## config.mk

```make
export PLATFORM = sky130hd
export DESIGN_NAME = bounded_ordered_list_store
export DESIGN_NICKNAME = d
export VERILOG_FILES = /design/src/bols_pkg.sv /design/src/bols_datapath.sv /design/src/bols_ctrl.sv /design/src/bounded_ordered_list_store.sv
export SDC_FILE = /design/constraint.sdc
export NUM_CORES = 1
export LEC_CHECK = 0
export BUFFER_PORTS_ARGS = -buffer_cell sky130_fd_sc_hd__buf_2
export CAP_MARGIN = 40
export CORE_MARGIN = 10
export CORE_UTILIZATION = 55
export DETAILED_ROUTE_END_ITERATION = 6
export GPL_ROUTABILITY_DRIVEN = 0
export PLACE_DENSITY = 0.72
export SYNTH_ARGS = -nofsm -noshare
export SYNTH_HDL_FRONTEND = slang
export SYNTH_SLANG_ARGS = --single-unit
```

## constraint.sdc

```tcl
create_clock -name clk_i -period 12.75 [get_ports clk_i]
set_input_delay 0.6375 -clock clk_i [delete_from_list [all_inputs] [get_ports clk_i]]
set_output_delay 0.6375 -clock clk_i [all_outputs]
set_load 0.05 [all_outputs]
```

## src/bols_pkg.sv

```systemverilog
// Package for the bounded ordered list store.
// Holds sizes, operation and status codes, payload structs and the command struct.
// No dependencies.
package bols_pkg;

  // Number of cells in the store.
  localparam int unsigned DEPTH = 16;
  // Cell index width.
  localparam int unsigned IDX_W = $clog2(DEPTH);
  // Element count width, fixed by the entry_total field.
  localparam int unsigned CNT_W = 5;

  // Operation codes.
  localparam logic [2:0] OP_INS_FRONT = 3'd0;
  localparam logic [2:0] OP_INS_END   = 3'd1;
  localparam logic [2:0] OP_DEL_FRONT = 3'd2;
  localparam logic [2:0] OP_DEL_END   = 3'd3;
  localparam logic [2:0] OP_INS_POS   = 3'd4;
  localparam logic [2:0] OP_READ_FWD  = 3'd5;
  localparam logic [2:0] OP_READ_REV  = 3'd6;

  // Status codes.
  localparam logic [1:0] ST_OK     = 2'd0;
  localparam logic [1:0] ST_EMPTY  = 2'd1;
  localparam logic [1:0] ST_BADPOS = 2'd2;
  localparam logic [1:0] ST_FULL   = 2'd3;

  typedef struct packed {
    logic [2:0]         opcode;
    logic signed [31:0] item_value;
    logic [4:0]         position;
  } in_word_t;

  typedef struct packed {
    logic [1:0]         status;
    logic signed [31:0] out_value;
    logic [4:0]         entry_total;
    logic               last_of_run;
  } out_word_t;

  // Command from the controller to the datapath for the current cycle.
  typedef struct packed {
    logic             ins;
    logic             del;
    logic [IDX_W-1:0] idx;
    logic             emit;
    logic [1:0]       status;
    logic             take_cell;
    logic             last;
  } cmd_t;

endpackage

```

## src/bols_datapath.sv

```systemverilog
// Datapath of the bounded ordered list store: shift cells, element count, result register.
// Depends on bols_pkg.
module bols_datapath (
  input  logic                        clk_i,
  input  logic                        rst_ni,
  input  bols_pkg::cmd_t              cmd_i,
  input  logic signed [31:0]          value_i,
  output logic [bols_pkg::CNT_W-1:0]  count_o,
  output logic                        strobe_o,
  output bols_pkg::out_word_t         result_o
);

  logic signed [31:0]         cell_q [bols_pkg::DEPTH];
  logic signed [31:0]         cell_d [bols_pkg::DEPTH];
  logic [bols_pkg::CNT_W-1:0] count_q, count_d;
  logic                       strobe_q;
  bols_pkg::out_word_t        result_q;
  logic signed [31:0]         sel_cell;

  assign sel_cell = cell_q[cmd_i.idx];

  // Each cell takes its own value, the input value, its left neighbor's or its right neighbor's.
  for (genvar i = 0; i < bols_pkg::DEPTH; i++) begin : g_cell
    always_comb begin
      cell_d[i] = cell_q[i];
      if (cmd_i.ins) begin
        if (bols_pkg::IDX_W'(i) == cmd_i.idx) begin
          cell_d[i] = value_i;
        end else if (i > 0) begin
          if ((bols_pkg::IDX_W'(i) > cmd_i.idx) && (bols_pkg::CNT_W'(i) <= count_q)) begin
            cell_d[i] = cell_q[(i > 0) ? i - 1 : 0];
          end
        end
      end else if (cmd_i.del) begin
        if ((i < bols_pkg::DEPTH - 1) && (bols_pkg::IDX_W'(i) >= cmd_i.idx)
            && (bols_pkg::CNT_W'(i + 1) < count_q)) begin
          cell_d[i] = cell_q[(i < bols_pkg::DEPTH - 1) ? i + 1 : i];
        end
      end
    end
  end

  always_comb begin
    count_d = count_q;
    if (cmd_i.ins) begin
      count_d = count_q + bols_pkg::CNT_W'(1);
    end else if (cmd_i.del) begin
      count_d = count_q - bols_pkg::CNT_W'(1);
    end
  end

  always_ff @(posedge clk_i) begin
    for (int k = 0; k < bols_pkg::DEPTH; k++) begin
      cell_q[k] <= cell_d[k];
    end
    if (cmd_i.emit) begin
      result_q.status      <= cmd_i.status;
      result_q.out_value   <= cmd_i.take_cell ? sel_cell : 32'sd0;
      result_q.entry_total <= count_d;
      result_q.last_of_run <= cmd_i.last;
    end
  end

  always_ff @(posedge clk_i or negedge rst_ni) begin
    if (!rst_ni) begin
      count_q  <= '0;
      strobe_q <= 1'b0;
    end else begin
      count_q  <= count_d;
      strobe_q <= cmd_i.emit;
    end
  end

  assign count_o  = count_q;
  assign strobe_o = strobe_q;
  assign result_o = result_q;

endmodule

```

## src/bols_ctrl.sv

```systemverilog
// Controller of the bounded ordered list store: decodes operations and sequences reads.
// Depends on bols_pkg.
module bols_ctrl (
  input  logic                        clk_i,
  input  logic                        rst_ni,
  input  logic                        start_i,
  input  bols_pkg::in_word_t          item_i,
  input  logic [bols_pkg::CNT_W-1:0]  count_i,
  output logic                        busy_o,
  output bols_pkg::cmd_t              cmd_o
);

  typedef enum logic {
    S_IDLE,
    S_READ
  } state_e;

  state_e                     state_q;
  logic [bols_pkg::IDX_W-1:0] rd_idx_q;
  logic [bols_pkg::CNT_W-1:0] remain_q;
  logic                       rev_q;

  logic                       full;
  logic                       empty;
  logic                       pos_bad;
  logic                       rd_go;
  logic                       rd_rev;
  logic [bols_pkg::IDX_W-1:0] last_idx;

  assign full     = (count_i == bols_pkg::CNT_W'(bols_pkg::DEPTH));
  assign empty    = (count_i == '0);
  assign last_idx = bols_pkg::IDX_W'(count_i - bols_pkg::CNT_W'(1));
  assign pos_bad  = (item_i.position == 5'd0)
                 || ({1'b0, item_i.position} > ({1'b0, count_i} + 6'd1));

  always_comb begin
    cmd_o  = '0;
    rd_go  = 1'b0;
    rd_rev = 1'b0;
    unique case (state_q)
      S_IDLE: begin
        if (start_i) begin
          cmd_o.emit   = 1'b1;
          cmd_o.last   = 1'b1;
          cmd_o.status = bols_pkg::ST_OK;
          unique case (item_i.opcode)
            bols_pkg::OP_INS_FRONT, bols_pkg::OP_INS_END: begin
              if (full) begin
                cmd_o.status = bols_pkg::ST_FULL;
              end else begin
                cmd_o.ins = 1'b1;
                cmd_o.idx = (item_i.opcode == bols_pkg::OP_INS_FRONT) ? '0
                          : bols_pkg::IDX_W'(count_i);
              end
            end
            bols_pkg::OP_INS_POS: begin
              if (pos_bad) begin
                cmd_o.status = bols_pkg::ST_BADPOS;
              end else if (full) begin
                cmd_o.status = bols_pkg::ST_FULL;
              end else begin
                cmd_o.ins = 1'b1;
                cmd_o.idx = bols_pkg::IDX_W'(item_i.position - 5'd1);
              end
            end
            bols_pkg::OP_DEL_FRONT, bols_pkg::OP_DEL_END: begin
              if (empty) begin
                cmd_o.status = bols_pkg::ST_EMPTY;
              end else begin
                cmd_o.del       = 1'b1;
                cmd_o.take_cell = 1'b1;
                cmd_o.idx = (item_i.opcode == bols_pkg::OP_DEL_FRONT) ? '0 : last_idx;
              end
            end
            bols_pkg::OP_READ_FWD, bols_pkg::OP_READ_REV: begin
              if (empty) begin
                cmd_o.status = bols_pkg::ST_EMPTY;
              end else begin
                rd_rev          = (item_i.opcode == bols_pkg::OP_READ_REV);
                cmd_o.take_cell = 1'b1;
                cmd_o.idx       = rd_rev ? last_idx : '0;
                cmd_o.last      = (count_i == bols_pkg::CNT_W'(1));
                rd_go           = !cmd_o.last;
              end
            end
            default: begin
              cmd_o.status = bols_pkg::ST_OK;
            end
          endcase
        end
      end
      S_READ: begin
        cmd_o.emit      = 1'b1;
        cmd_o.take_cell = 1'b1;
        cmd_o.status    = bols_pkg::ST_OK;
        cmd_o.idx       = rd_idx_q;
        cmd_o.last      = (remain_q == bols_pkg::CNT_W'(1));
      end
      default: begin
        cmd_o = '0;
      end
    endcase
  end

  always_ff @(posedge clk_i or negedge rst_ni) begin
    if (!rst_ni) begin
      state_q  <= S_IDLE;
      rd_idx_q <= '0;
      remain_q <= '0;
      rev_q    <= 1'b0;
    end else begin
      unique case (state_q)
        S_IDLE: begin
          if (rd_go) begin
            state_q  <= S_READ;
            rev_q    <= rd_rev;
            remain_q <= count_i - bols_pkg::CNT_W'(1);
            rd_idx_q <= rd_rev ? last_idx - bols_pkg::IDX_W'(1) : bols_pkg::IDX_W'(1);
          end
        end
        S_READ: begin
          remain_q <= remain_q - bols_pkg::CNT_W'(1);
          rd_idx_q <= rev_q ? rd_idx_q - bols_pkg::IDX_W'(1)
                            : rd_idx_q + bols_pkg::IDX_W'(1);
          if (remain_q == bols_pkg::CNT_W'(1)) begin
            state_q <= S_IDLE;
          end
        end
        default: begin
          state_q <= S_IDLE;
        end
      endcase
    end
  end

  assign busy_o = (state_q == S_READ);

endmodule

```

## src/bounded_ordered_list_store.sv

```systemverilog
// Top level of the bounded ordered list store.
// Instantiates bols_ctrl and bols_datapath; depends on bols_pkg.

// The block keeps an ordered list of up to 16 signed 32-bit values in a row of
// shift cells, front at cell 0. An operation word is taken at a rising clock edge
// where start_i is high and busy_o is low. For inserts, deletes and the unused
// opcode the cells shift in parallel on the accepting edge and a single result
// word appears with strobe_o in the next cycle, so while busy_o is low such
// words can be issued every cycle. A forward or reverse read of a non-empty list
// walks the cells through one read port, one element per cycle, giving one result
// word per element, the last one marked by last_of_run; busy_o is high while the
// elements after the first are read. A read of an empty list gives one word with
// status empty. Each result word is flagged by strobe_o for exactly one cycle;
// the receiver cannot stall the block and must take each word as it comes.
// Insert position checks come before the full check, and a full store rejects
// inserts without changing the list.
module bounded_ordered_list_store (
  input  logic                 clk_i,
  input  logic                 rst_ni,
  input  logic                 start_i,
  input  bols_pkg::in_word_t   item_i,
  output logic                 busy_o,
  output logic                 strobe_o,
  output bols_pkg::out_word_t  result_o
);

  // Command from the controller and the element count fed back to it.
  bols_pkg::cmd_t             cmd;
  logic [bols_pkg::CNT_W-1:0] count;

  bols_ctrl u_ctrl (
    .clk_i   (clk_i),
    .rst_ni  (rst_ni),
    .start_i (start_i),
    .item_i  (item_i),
    .count_i (count),
    .busy_o  (busy_o),
    .cmd_o   (cmd)
  );

  // The datapath registers each result word, so results leave from flops.
  bols_datapath u_datapath (
    .clk_i    (clk_i),
    .rst_ni   (rst_ni),
    .cmd_i    (cmd),
    .value_i  (item_i.item_value),
    .count_o  (count),
    .strobe_o (strobe_o),
    .result_o (result_o)
  );

endmodule
```

==> Implementation_results.wiki <==
{| class="wikitable"
! Metric !! Value
|-
| Total standard cell area after synthesis || 32800 µm²
|-
| Final-report hold violation count || 0
|-
| Post-route DRC violation count || 0
|-
| Top flip-flop cell by instance count after synthesis || edfxtp_1
|-
| Placed cell count || 4212
|-
| Vias in the first global route || 28010
|-
| Final Cell Area || 35670 µm²
|-
| Post-DRT Antenna Nets || 0
|-
| IO Port Bufs || 84
|-
| Starting density of the core || 55.58%
|-
| Async set-or-reset flop fraction in the synthesized netlist || 2.988%
|-
| Reported max-cap violation count || 0
|-
| Violation count after the first detailed-route iteration || 5164
|-
| CTS clock-pin slew for the worst setup and hold paths || 0.07 ns
|-
| Maximum frequency from static timing analysis || 136.3 MHz
|-
| Die Outline Area || 69800 µm²
|-
| Maximum number of pins on one net before global-route repair || 213
|-
| Worst path required time || 13.22 ns
|-
| Global-route wire length before repair || 172200 µm
|-
| Destination of the worst register-to-register timing path || u_datapath.cell_q[1][13]
|-
| Post-DR wirelength/cell || 26.81 µm
|-
| Cell at the slowest stage of the critical path || o31ai_1
|-
| Critical Path Fanout Max || 92
|-
| Post-cts repair resize count || 0
|-
| Number of warning messages in the yosys log || 0
|-
| Die X || 264.2 µm
|-
| Final max-slew violation count || 0
|-
| CTS Buf Count || 61
|-
| R2R depth || 14
|-
| Detailed Routing Iterations Pass 1 || 7
|-
| Arrival time at the worst endpoint || 7.81 ns
|-
| Clock root buffer || clkbuf_16
|-
| Post-synthesis sequential area ratio || 51.83%
|-
| Initial antenna violation count || 5
|-
| EDFF count, synth || 552
|-
| Via density per instance || 6.909
|-
| Cell accounting for the most synthesized area || edfxtp_1
|-
| Rows || 89
|-
| Count of mapped cells out of synthesis || 3613
|-
| Synthesis-stage register bit count || 569
|-
| Number of buffers and inverters on the critical path || 5
|-
| Number of vias after detailed routing || 29880
|-
| Crit path launch type || flop
|-
| Number of buffers on the longest clock path || 3
|-
| CTS tree || done
|-
| Reg-to-Reg Start || u_datapath.count_o[0]
|-
| Layout overhead on the synthesized area || 8.758%
|-
| Detailed-route wire length || 115900 µm
|-
| Placed standard-cell area || 33830 µm²
|-
| Number of fill cells in the layout || 4895
|-
| Count of distinct cell types in the synthesized netlist || 73
|-
| Total negative setup slack || 0 ns
|-
| Layout Skew || 0.02471 ns
|-
| Vertical extent of the die || 264.2 µm
|-
| Top post-synthesis cells by area || edfxtp_1 (51%), nand2_1 (13%), a31oi_1 (6.1%)
|-
| Worst setup slack before clock tree synthesis || 5.759 ns
|-
| Synthesized net count || 3677
|-
| Crit. End Element || flop
|-
| Period minus WS final || 7.339 ns
|-
| Lkg Pwr || 12.67 nW
|-
| Area share of the largest cell type after synthesis || 50.54%
|-
| Period utilisation layout || 57.56%
|-
| Most frequently used cell type in the post-synthesis netlist || nand2_1
|-
| Setup slack after layout || 5.411 ns
|-
| Most common library cells after synthesis || nand2_1 (1164), edfxtp_1 (552), nand3_1 (377)
|-
| Proportion of layout cells with a drive suffix above 1 || 10.08%
|-
| Crit path cell chain || inv_1 -> ha_1 -> inv_1 -> ha_1 -> nor2b_1 -> o21ai_0 -> a31oi_1 -> o31ai_1 -> and2_4 -> buf_4 -> buf_4 -> buf_4 -> nand2_1 -> o211ai_1
|-
| Result of the run || finished clean
|-
| Category of the critical setup timing path || flop to flop
|-
| Register-to-register setup slack || 5.41 ns
|-
| Number of ports placed on the die boundary || 85
|-
| Max stage delay on crit path || 0.81 ns
|-
| Pwr per Cell Area || 245.3 nW/µm²
|-
| Layout Cells excl Fill || 4324
|-
| Clock latency on the worst-skew pair || 0.65 ns
|-
| Cell occurring most often along the worst timing path || buf_4
|-
| # setup viols final || 0
|-
| Maximum vdd ir drop || 294.5 µV
|-
| Headroom to the max-slew limit || 29.41%
|-
| Total congestion overflow || 0
|-
| Number of nets in the final layout || 3567
|-
| Setup repair after global routing missed its margin || false
|-
| Post-detail-place hpwl || 63130 µm
|-
| Core Box Area || 59020 µm²
|-
| Worst Setup SP || u_datapath.count_o[0]
|-
| Actual transition at the worst max-transition pin || 1.059 ns
|-
| Path type of the worst min-delay path || input port to asynchronous set/reset pin
|-
| Delay-heaviest family, CP || buffers and inverters
|-
| H-tree depth reported by CTS || 2
|-
| Total routing usage reported by global routing || 31.73%
|-
| Clk sink count || 569
|-
| Average footprint of a synthesized cell || 9.078 µm²
|}
-- power by group --
group / switching (mW) / internal, mW / total, mW
Combinational: 2.87 / 1.15 / 4.02
Clock: 0.765 / 0.936 / 1.70
Sequential: 0.322 / 2.71 / 3.03
-- stage by stage --
stage	util [%]	total power, mW	hold slack (ns)
2_1_floorplan	-	5.575	0.3419
3_5_place_dp	57.32	6.924	0.5331
4_1_cts	60.44	8.612	0.4385
5_1_grt	60.44	9.072	0.4797
3_3_place_gp	57.01	6.785	0.5167
6_report	60.44	8.751	0.4641
-- layout make-up --
| class | instances | area, µm² | share of cell area, % |
|---|---|---|---|
| timing repair buffer | 160 | 1135 | 3.181 |
| sequential | 569 | 17000 | 47.66 |
| tap | 773 | 967.2 | 2.711 |
| antenna | 1 | 2.502 | 0.007015 |
| multi-input combinational | 2693 | 14670 | 41.12 |
| clock inverter | 31 | 235.2 | 0.6594 |
| inverter | 18 | 67.56 | 0.1894 |
| clock buffer | 79 | 1594 | 4.468 |
-- cells in the final DEF, fill, tap and decap left out, types with 9 or more instances in the layout --
cell type,netlist,layout
mux2_1,28,28
mux4_2,53,53
a21oi_1,43,41
a211oi_1,11,9
clkinv_1,1,14
nor3_4,0,9
o211ai_1,161,161
o21ai_0,21,21
a22oi_1,17,16
nand3_2,0,9
edfxtp_1,552,552
inv_1,17,17
a32oi_1,28,27
nor2_1,315,314
clkbuf_16,0,61
dfrtp_1,17,17
buf_2,74,85
xnor2_1,15,15
ha_1,20,20
clkbuf_1,206,18
clkinv_2,0,12
a31oi_1,318,317
nand2_1,1164,1162
nand3_1,377,368
buf_4,15,64
-- layer usage --
metal	global-route usage (%)	part of all wire (%)	up-vias
met1	40.75	36	13980
met5	0.2131	0.032	-
li1	-	-	12830
met4	17.61	6.1	6
met3	8.031	14	509
met2	48.49	44	2551
-- sequential cells by signal, indices dropped and copies added, names as in the netlist --
signal / cells
u_ctrl.busy_o: 1
u_ctrl.rd_idx_q: 4
u_ctrl.remain_q: 5
u_ctrl.rev_q: 1
u_datapath.cell_q: 512
u_datapath.count_o: 5
u_datapath.result_o: 40
u_datapath.strobe_o: 1
-- worst max path at each step --
stage / end / cells after the start
3_3_place_gp: u_datapath.cell_q[11][13] / 14
4_1_cts: u_datapath.cell_q[11][13] / 14
3_5_place_dp: u_datapath.cell_q[11][13] / 14
5_1_grt: u_datapath.cell_q[9][30] / 14
2_1_floorplan: u_datapath.cell_q[12][0] / 14
6_report: u_datapath.cell_q[1][13] / 14
-- logic make-up after synthesis --
kind of cell | after synthesis | synth area share [%]
AOI/OAI and AO/OA | 645 | 13.29
xor gates and xnor gates | 20 | 0.5341
adders and majority gates | 21 | 0.8240
buffers and inverters | 351 | 4.539
DFF | 569 | 51.83
muxes | 86 | 4.768
and+or+nand+nor | 1921 | 24.21
-- repair_timing --
| action | in CTS | in global routing |
|---|---|---|
| hold buffers | 1 | 0 |
| hold endpoints to repair | 17 | 0 |
| setup buffers | 0 | 0 |
Note: power is estimated with default switching activity, not from simulation.
